<file path="src/hw/rtl/csrgba_pkg.sv">
package csrgba_pkg;

   typedef logic [1:0] mode_type;

   localparam mode_type MODE_RGB = 2'd0;
   localparam mode_type MODE_HSB = 2'd1;
   localparam mode_type MODE_HSL = 2'd2;

   localparam int MAX_BITS = 16;
   localparam int CSR_INDEX_BITS = 3;

   typedef logic [CSR_INDEX_BITS-1:0] csr_index_type;

   localparam csr_index_type CSR_COLOR_MODE = 3'd0;
   localparam csr_index_type CSR_FIRST_MAX  = 3'd1;
   localparam csr_index_type CSR_SECOND_MAX = 3'd2;
   localparam csr_index_type CSR_THIRD_MAX  = 3'd3;
   localparam csr_index_type CSR_ALPHA_MAX  = 3'd4;

   localparam logic [MAX_BITS-1:0] MAX_RESET = 16'd255;

endpackage

</file>
<file path="src/hw/rtl/csrgba_div.sv">
module csrgba_div #(
   parameter int INPUT_BITS    = 16,
   parameter int FRACTION_BITS = 16
) (
   input  logic                             clock,
   input  logic                             advance,
   input  logic [INPUT_BITS-1:0]            value_in,
   input  logic [csrgba_pkg::MAX_BITS-1:0]  max_in,
   output logic [FRACTION_BITS:0]           quot_out
);
   import csrgba_pkg::*;

   localparam int F  = FRACTION_BITS;
   localparam int CW = (INPUT_BITS > MAX_BITS) ? INPUT_BITS : MAX_BITS;

   logic [MAX_BITS-1:0] div_m;
   logic                full_in;
   logic [MAX_BITS-1:0] rem_in;

   logic [MAX_BITS-1:0] rem_ff  [0:F];
   logic [F-1:0]        quo_ff  [0:F];
   logic                full_ff [0:F];

   // a zero full scale acts as one
   assign div_m   = (max_in == '0) ? MAX_BITS'(1) : max_in;
   assign full_in = CW'(value_in) >= CW'(div_m);
   assign rem_in  = full_in ? '0 : MAX_BITS'(CW'(value_in));

   always_ff @(posedge clock) begin
      if (advance) begin
         full_ff[0] <= full_in;
         rem_ff[0]  <= rem_in;
         quo_ff[0]  <= '0;
      end
   end

   // one quotient bit per stage
   for (genvar k = 1; k <= F; k++) begin : g_step
      logic [MAX_BITS:0]   stg_dbl;
      logic                stg_take;
      logic [MAX_BITS-1:0] stg_rem_in;
      logic [F-1:0]        stg_quo_in;

      assign stg_dbl    = {rem_ff[k-1], 1'b0};
      assign stg_take   = stg_dbl >= {1'b0, div_m};
      assign stg_rem_in = stg_take ? MAX_BITS'(stg_dbl - {1'b0, div_m}) : MAX_BITS'(stg_dbl);
      assign stg_quo_in = {quo_ff[k-1][F-2:0], stg_take};

      always_ff @(posedge clock) begin
         if (advance) begin
            full_ff[k] <= full_ff[k-1];
            rem_ff[k]  <= stg_rem_in;
            quo_ff[k]  <= stg_quo_in;
         end
      end
   end

   assign quot_out = full_ff[F] ? {1'b1, {F{1'b0}}} : {1'b0, quo_ff[F]};

endmodule

</file>
<file path="config.mk">
export PLATFORM = sky130hd
export DESIGN_NAME = csrgba_div
export DESIGN_NICKNAME = d
export VERILOG_FILES = /design/src/hw/rtl/csrgba_pkg.sv /design/src/hw/rtl/csrgba_div.sv
export SDC_FILE = /design/constraint.sdc
export NUM_CORES = 1
export LEC_CHECK = 0
export ABC_AREA = 1
export BUFFER_PORTS_ARGS = -buffer_cell sky130_fd_sc_hd__buf_2
export CAP_MARGIN = 20
export CORE_MARGIN = 4
export CORE_UTILIZATION = 65
export DETAILED_ROUTE_END_ITERATION = 10
export GPL_TIMING_DRIVEN = 0
export PLACE_DENSITY = 0.91
export SKIP_CTS_REPAIR_TIMING = 1
export SLEW_MARGIN = 15
export SYNTH_ARGS = -nofsm -noshare
export SYNTH_HDL_FRONTEND = slang
export SYNTH_SLANG_ARGS = --single-unit
</file>
<file path="constraint.sdc">
create_clock -name clock -period 3.45 [get_ports clock]
set_input_delay 0.345 -clock clock [delete_from_list [all_inputs] [get_ports clock]]
set_output_delay 0.345 -clock clock [all_outputs]
set_load 0.01 [all_outputs]
</file>
* Yosys cells after proc, flatten, opt, wreduce, memory -nomap -nowiden
Memories as Yosys holds them, arrays and structs flattened.
Cells that the tools add are included.
** Storage, ports and cells
- Bits in latches :: 0
- Output and inout bits :: 17
- Register bits :: 0
- Input port bits :: 34
- Bits in writable memories :: 561
- Memories :: 3
- Bits in read-only memories :: 0
** Operators by class
- Div/mod/pow operators :: 0
- Equal/unequal tests :: 0
- Shift-type cells :: 0
- Mux-type cells :: 21
- Bitwise operators :: 0
- Reductions and logical operators :: 1
- $add $sub $neg :: 16
- Magnitude comparators :: 17
- $mul :: 0
** Memories
- quo_ff :: depth 17, width 16, read ports 17, clocked after memory_dff 0, wr ports 17, line csrgba_div.sv:21 : logic [F-1:0] quo_ff [0:F];
- rem_ff :: depth 17, width 16, read ports 16, clocked after memory_dff 0, wr ports 17, line csrgba_div.sv:20 : logic [MAX_BITS-1:0] rem_ff [0:F];
- full_ff :: depth 17, width 1, read ports 17, clocked after memory_dff 0, wr ports 17, line csrgba_div.sv:22 : logic full_ff [0:F];
** Operators with widths (count)
- $mux W16 :: 18
- $ge A17 B16 Y1 :: 16
- $sub A16 B16 Y16 :: 16
- $mux W17 :: 1
- $ge A16 B16 Y1 :: 1
- $logic_not A16 Y1 :: 1
- $mux W1 :: 2

* Logic depth before layout (Yosys ltp)
Gate-level depths: netlist (run 1).
- Word-level depth :: 4
- Depth in mapped cells :: 18
- Depth with buffers taken out :: 16

* Least setup slack after synthesis (run 1)
OpenSTA, ideal clock, no wires.
- Path type :: input port to flip-flop
- From :: input port max_in[10] (netlist bit)
- To :: memory rem_ff[7][1], in the netlist rem_ff[0][113], data pin
- Arrival :: 2.678 ns
- Data required time :: 3.193 ns
- Path slack :: 0.515 ns
- Path buffers :: 4
- Stages :: 16
- Cell sequence :: nor2_1 -> nand2_1 -> nor2_2 -> nand2_4 -> nand2_8 -> inv_6 -> buf_12 -> buf_6 -> clkbuf_1 -> ha_1 -> inv_1 -> nor2_1 -> nand4_1 -> nand3_4 -> buf_6 -> o21ai_1
** RTL lines
- start, declared :: line csrgba_div.sv:8 : input logic [csrgba_pkg::MAX_BITS-1:0] max_in,
- end, declared :: line csrgba_div.sv:20

==> impl_metrics.csv, run 1 <==
group,metric,value,unit
clocking,tritoncts,"built",
detailed_routing,totalWireLength,72.9,mm
detailed_routing,via_per_inst,5.89,
power,ir_worst_vdd,0.458,mV
timing,skew,0.0146,ns
clocking,root_buffer,"clkbuf_16",
hold_path,min_path_type,"input pin to flop",
timing,rsz0062_at_grt,"no",
floorplan,ioPinCount,51,
floorplan,die_area,48000,um2
power,pwr-share-clk,0.173,
critical_path,arrival,3.27,ns
synth,post-synth-top-count-cell,"nand2_1",
placement,gp_congestion,0.939,
global_route,grt_use_total,0.304,
floorplan,core,44100,um2
synth,syn_avg_cell_area,8.54,um2
detailed_routing,drc,0,
critical_path,ff2ff_path_depth,11,
global_route,grt-ovfl-total,0,
detailed_routing,first_pass_iters,5,
power,leakage,14.1,nW
synth,netlist_instances,3390,
critical_path,path_max_fanout,25,
critical_path,cpPeakStageDelay,0.78,ns
synth,yosys.area.top_type_share,0.424,
global_route,first_global_vias,23400,
synth,ys_types,45,
power,powerDensity,904,nW/um2
global_route,grt_max_degree,119,
placement,hpwl,51.1,mm
synth,yosys_warnings,0,
hold_path,hold_start,"value_in[7]",
critical_path,crit_type,"input pin to flop",
synth,ys.flop_type,"edfxtp_1",
floorplan,die_h,219,um
placement,post-place-ws,-0.413,ns
detailed_routing,drtIter0Drc,2447,
timing,drv_slew,0,
clocking,clk_pin_slew_worst_paths,0.06,ns
critical_path,r2r_start,"rem_ff[0][156]",
global_route,grt_pass1_wl,117,mm
power,p_comb_frac,0.513,
floorplan,start_util,0.656,
timing,clock.fmax,334,MHz
timing,whs,0.0860,ns
floorplan,num_rows,77,
critical_path,slowest_stage,"buf_2",
layout,drive_gt1_frac,0.0776,
timing,layout_worst_path_cycle_share,0.868,
timing,finalSetupViolCount,0,
status,outcome,"finished, final reports clean",
power,swShare,0.431,
detailed_routing,wire_per_inst,17.7,um
power,p_int,16.3,mW
critical_path,cp-start-kind,"input pin",
timing,worst_pin_slew,1.13,ns
synth,yosys-top-cells-count,"nand2_1, edfxtp_1, inv_1, nor2_1, ha_1",
timing,hold_violations,0,
hold_path,holdPathStages,3,
synth,synth.net_count,3710,
timing,tns,0,ns
synth,synth-edff-count,409,
synth,yosysTopAreaCell,"edfxtp_1",
timing,period_minus_slack,2.99,ns
layout,area.growth.synth_to_final,9.33,%
clocking,cts_sinks,409,
power,sequentialPowerShare,0.314,
clocking,htreeDepth,2,
detailed_routing,num_vias,24300,
critical_path,end_kind,"flop",
clocking,cts_inserted_buffers,45,
layout,finish.utilization,0.718,
detailed_routing,drtAntennaViolNets,0,
synth,synthArstFlopShare,0,
synth,seq_area_frac_synth,0.424,
clocking,insertion_delay,0.59,ns
synth,netlist_area,29000,um2
synth,yosys-top-cells-area,"edfxtp_1, nand2_1, ha_1",
critical_path,critPathLaunch,"max_in[0]",
layout,nets,3813,
synth,ys_seq_elements,409,
layout,num_antenna_cells,0,
power,p_sw,12.3,mW
global_route,antenna_found_initial,0,
timing,setup_ws,0.456,ns
critical_path,path_cells,"buf_2 -> clkinv_1 -> nand2_8 -> buf_2 -> ha_1 -> inv_1 -> a21oi_1 -> o21ai_0 -> nand2_1 -> o211ai_1 -> nand2_1 -> nand3_1 -> clkbuf_1",
power,p_total,28.6,mW
flow_run,max_cap_viol_count,0,
timing,maxSlewHeadroom,0.246,
critical_path,cp_data_required_time,3.72,ns
floorplan,die_w,219,um
clocking,clk_path_buf_depth,3,
placement,portBuffers,50,
==> sequential cells by signal (all words and copies together) (netlist names) <==
register / count
full_ff: 17
rem_ff: 256
quo_ff: 136
==> cell usage in the layout, fill, tap and decap left out, drive strengths merged, types with 12 or more instances in the layout <==
cell and instances:
nand3 222, nand3b 33, o21bai 12, edfxtp 409, nand2b 12, nand4 50
inv 377, fa 15, nor4 15, nand2 947, a21o 32, clkinv 21
and2 14, xnor2 90, a31oi 33, buf 93, o21ai 261, a21oi 178
clkbuf 52, nor2 280, nor3 37, xor2 45, ha 271
==> power by group through the flow <==
stage	logic (mW)	clock network [mW]	registers (mW)
floorplan	11.2	0	8.55
global placement	13.7	0	9.04
detailed placement	14.2	0	9.02
CTS	14.4	4.99	8.95
global route	16.5	5.21	9.09
finish	14.7	4.95	8.99
==> layer usage <==
layer / share of wire / up-vias / global-route usage
met3: 0.087 / 259 / 0.0562
met1: 0.40 / 11100 / 0.395
met5: 0 / - / 0
li1: - / 11800 / -
met2: 0.46 / 1142 / 0.503
met4: 0.049 / 0 / 0.131
==> final timing paths <==
path | endpoint | slack [ns]
worst max register to register | rem_ff[0][161] | 0.80
worst max-delay path | full_ff[0] | 0.46
worst min register to register | quo_ff[0][267] | 0.41
worst min-delay path | rem_ff[0][7] | 0.09
==> through the flow <==
stage          cell area, um2  std cells
3_3_place_gp            30000       4032
6_report                31700       4121
2_1_floorplan           29000       3390
3_5_place_dp            30100       4038
4_1_cts                 31600       4121
5_1_grt                 31700       4121
==> critical path, delay by kind of cell <==
| family | cells | cell delay, ns |
|---|---|---|
| simple gates | 4 | 0.70 |
| buf+inv | 5 | 1.60 |
| fa+ha+maj | 1 | 0.29 |
| compound gates | 3 | 0.33 |
==> cells by family (layout without fill, tap and decap cells) <==
family          count (synthesis)  in the layout  synth area share
compound gates                522            522            0.0990
xor+xnor                      135            135            0.0408
fa+ha+maj                     286            286             0.127
buf+inv                       417            556            0.0621
flops                         409            409             0.424
simple gates                 1621           1621             0.247
==> area by class of cell <==
class / count / area [um2]
buffer: 41 / 374
clock buffer: 47 / 1130
clock inverter: 36 / 377
fill: 3305 / 12500
inverter: 375 / 1420
multi-input combinational: 2564 / 14900
sequential: 409 / 12300
tap: 592 / 741
timing repair buffer: 57 / 453
(Power assumes the default switching activity.)
==> run 2, diff against run 1 <==
--- a/config.mk
+++ b/config.mk
@@ -10,6 +10,7 @@
 export CAP_MARGIN = 20
 export CORE_MARGIN = 4
 export CORE_UTILIZATION = 65
+export CTS_BUF_LIST = sky130_fd_sc_hd__clkbuf_8
 export DETAILED_ROUTE_END_ITERATION = 10
 export GPL_TIMING_DRIVEN = 0
 export PLACE_DENSITY = 0.91
==> impl_metrics.csv, run 2 (synthesis results as in run 1) <==
group,metric,value,unit
status,outcome,"finished, final reports clean",
placement,hpwl,51.1,mm
layout,num_antenna_cells,0,
timing,rsz0062_at_grt,"no",
layout,n_fill_cell,3381,
clocking,clk_pin_slew_worst_paths,0.06,ns
global_route,grt_max_degree,119,
clocking,insertion_delay,0.65,ns
critical_path,slowest_stage,"clkbuf_2",
detailed_routing,drtAntennaViolNets,0,
floorplan,core,44100,um2
floorplan,ioPinCount,51,
layout,drive_gt1_frac,0.0808,
timing,finalSetupViolCount,0,
placement,post-place-ws,-0.413,ns
hold_path,hold_start,"value_in[0]",
timing,worst_pin_slew,1.16,ns
hold_path,min_path_type,"input pin to flop",
detailed_routing,totalWireLength,73.9,mm
critical_path,end_kind,"flop",
critical_path,r2r_start,"rem_ff[0][173]",
global_route,grt-ovfl-total,0,
floorplan,die_w,219,um
detailed_routing,first_pass_iters,7,
placement,portBuffers,50,
global_route,grt_busiest_layer,"met2",
layout,final_cell_mix,"nand2_1, edfxtp_1, inv_1, nor2_1, ha_1",
critical_path,cp-start-kind,"input pin",
timing,drv_slew,0,
layout,regMostFlops,"rem_ff",
critical_path,ff2ff_setup_slack,0.76,ns
layout,finish.utilization,0.715,
detailed_routing,num_vias,24500,
layout,largestRegisters,"rem_ff x256, quo_ff x136, full_ff x17",
hold_path,min_to,"rem_ff[0][0]",
detailed_routing,drtIter0Drc,2342,
critical_path,arrival,3.89,ns
critical_path,critical_path_buf_inv_count,7,
timing,setup_ws,0.0746,ns
placement,gp_congestion,0.939,
layout,final-seq-area,12300,um2
clocking,root_buffer,"clkbuf_8",
clocking,clk_path_buf_depth,3,
global_route,met2_usage,0.507,
detailed_routing,drc,0,
power,powerDensity,892,nW/um2
critical_path,path_cells,"buf_2 -> nor2_1 -> nand2_1 -> nor2_2 -> nand2_4 -> nand2_8 -> inv_6 -> buf_12 -> buf_6 -> clkbuf_2 -> ha_1 -> inv_1 -> nor2_1 -> nand4_1 -> nand3_4 -> buf_6 -> nand3b_1 -> nand2_1",
hold_path,holdPathStages,3,
floorplan,die_area,48000,um2
critical_path,crit_type,"input pin to flop",
floorplan,num_rows,77,
layout,instances_no_fill,4168,
critical_path,r2r-end,"rem_ff[0][191]",
critical_path,cp_data_required_time,3.97,ns
layout,final_common_cell,"nand2_1",
global_route,grt_use_total,0.309,
clocking,htreeDepth,3,
clocking,tritoncts,"built",
timing,clock.fmax,296,MHz
global_route,grt_pass1_wl,118,mm
flow_run,max_cap_viol_count,0,
clocking,cts_sinks,409,
clocking,cts_inserted_buffers,72,
layout,nets,3841,
timing,layout_worst_path_cycle_share,0.978,
power,leakage,14.1,nW
detailed_routing,wire_per_inst,17.7,um
layout,multi_input_area,14900,um2
layout,area.growth.synth_to_final,8.91,%
critical_path,path_max_fanout,24,
timing,maxSlewHeadroom,0.227,
critical_path,worst_path_dominant_cell_family,"buffers and inverters",
global_route,use_met1,0.397,
timing,hold_violations,0,
global_route,first_global_vias,23700,
floorplan,die_h,219,um
global_route,gr-usage-met3,0.0557,
critical_path,ff2ff_path_depth,9,
detailed_routing,via_per_inst,5.88,
layout,largest_reg_flops,256,
placement,post-place-cells,4038,
power,ir_worst_vdd,0.493,mV
floorplan,start_util,0.656,
timing,period_minus_slack,3.38,ns
timing,skew,0.0232,ns
global_route,antenna_found_initial,1,
critical_path,cpPeakStageDelay,0.65,ns
run 2: worst max path at each step:
stage,to,startpoint,slack (ns),cells after the start
4_1_cts,rem_ff[0][110],max_in[15],0.22,18
5_1_grt,rem_ff[0][110],max_in[15],0.007,18
6_report,rem_ff[0][110],max_in[1],0.07,18
2_1_floorplan,rem_ff[0][113],max_in[10],0.51,16
3_5_place_dp,rem_ff[0][106],max_in[1],-0.41,17
3_3_place_gp,quo_ff[0][258],advance,-3.80,1
run 2: power breakdown:
group	internal (mW)	total, mW	switching (mW)
logic	5.51	14.7	9.21
clock network	2.36	4.44	2.08
registers	7.93	8.99	1.06
total	15.8	28.2	12.4
run 2: per-layer routing:
layer,part of all wire,vias to the layer above
met3,0.088,248
met1,0.40,11300
met4,0.048,0
met2,0.46,1159
li1,-,11900
met5,0,-
run 2: worst min-delay path, cell delays in order:
cell    delay [ns]
buf_2         0.08
inv_1         0.05
nor2_1        0.09
run 2: per-stage QoR:
step | total power [mW] | hold slack (ns) | cell area [um2] | TNS, ns
2_1_floorplan | 19.8 | 0.400 | 29000 | 0
5_1_grt | 30.3 | 0.0200 | 31500 | 0
3_5_place_dp | 23.3 | 0.405 | 30100 | -49.83
4_1_cts | 27.9 | -0.0176 | 31500 | 0
6_report | 28.2 | 0.0317 | 31500 | 0
3_3_place_gp | 22.8 | 0.400 | 30000 | -1726.05
run 2: final cells by class:
| type | instances | area share |
|---|---|---|
| buffer | 42 | 0.0120 |
| tap | 592 | 0.0235 |
| inverter | 375 | 0.0451 |
| timing repair buffer | 57 | 0.0144 |
| sequential | 409 | 0.389 |
| clock inverter | 56 | 0.0120 |
| clock buffer | 73 | 0.0318 |
| multi-input combinational | 2564 | 0.472 |
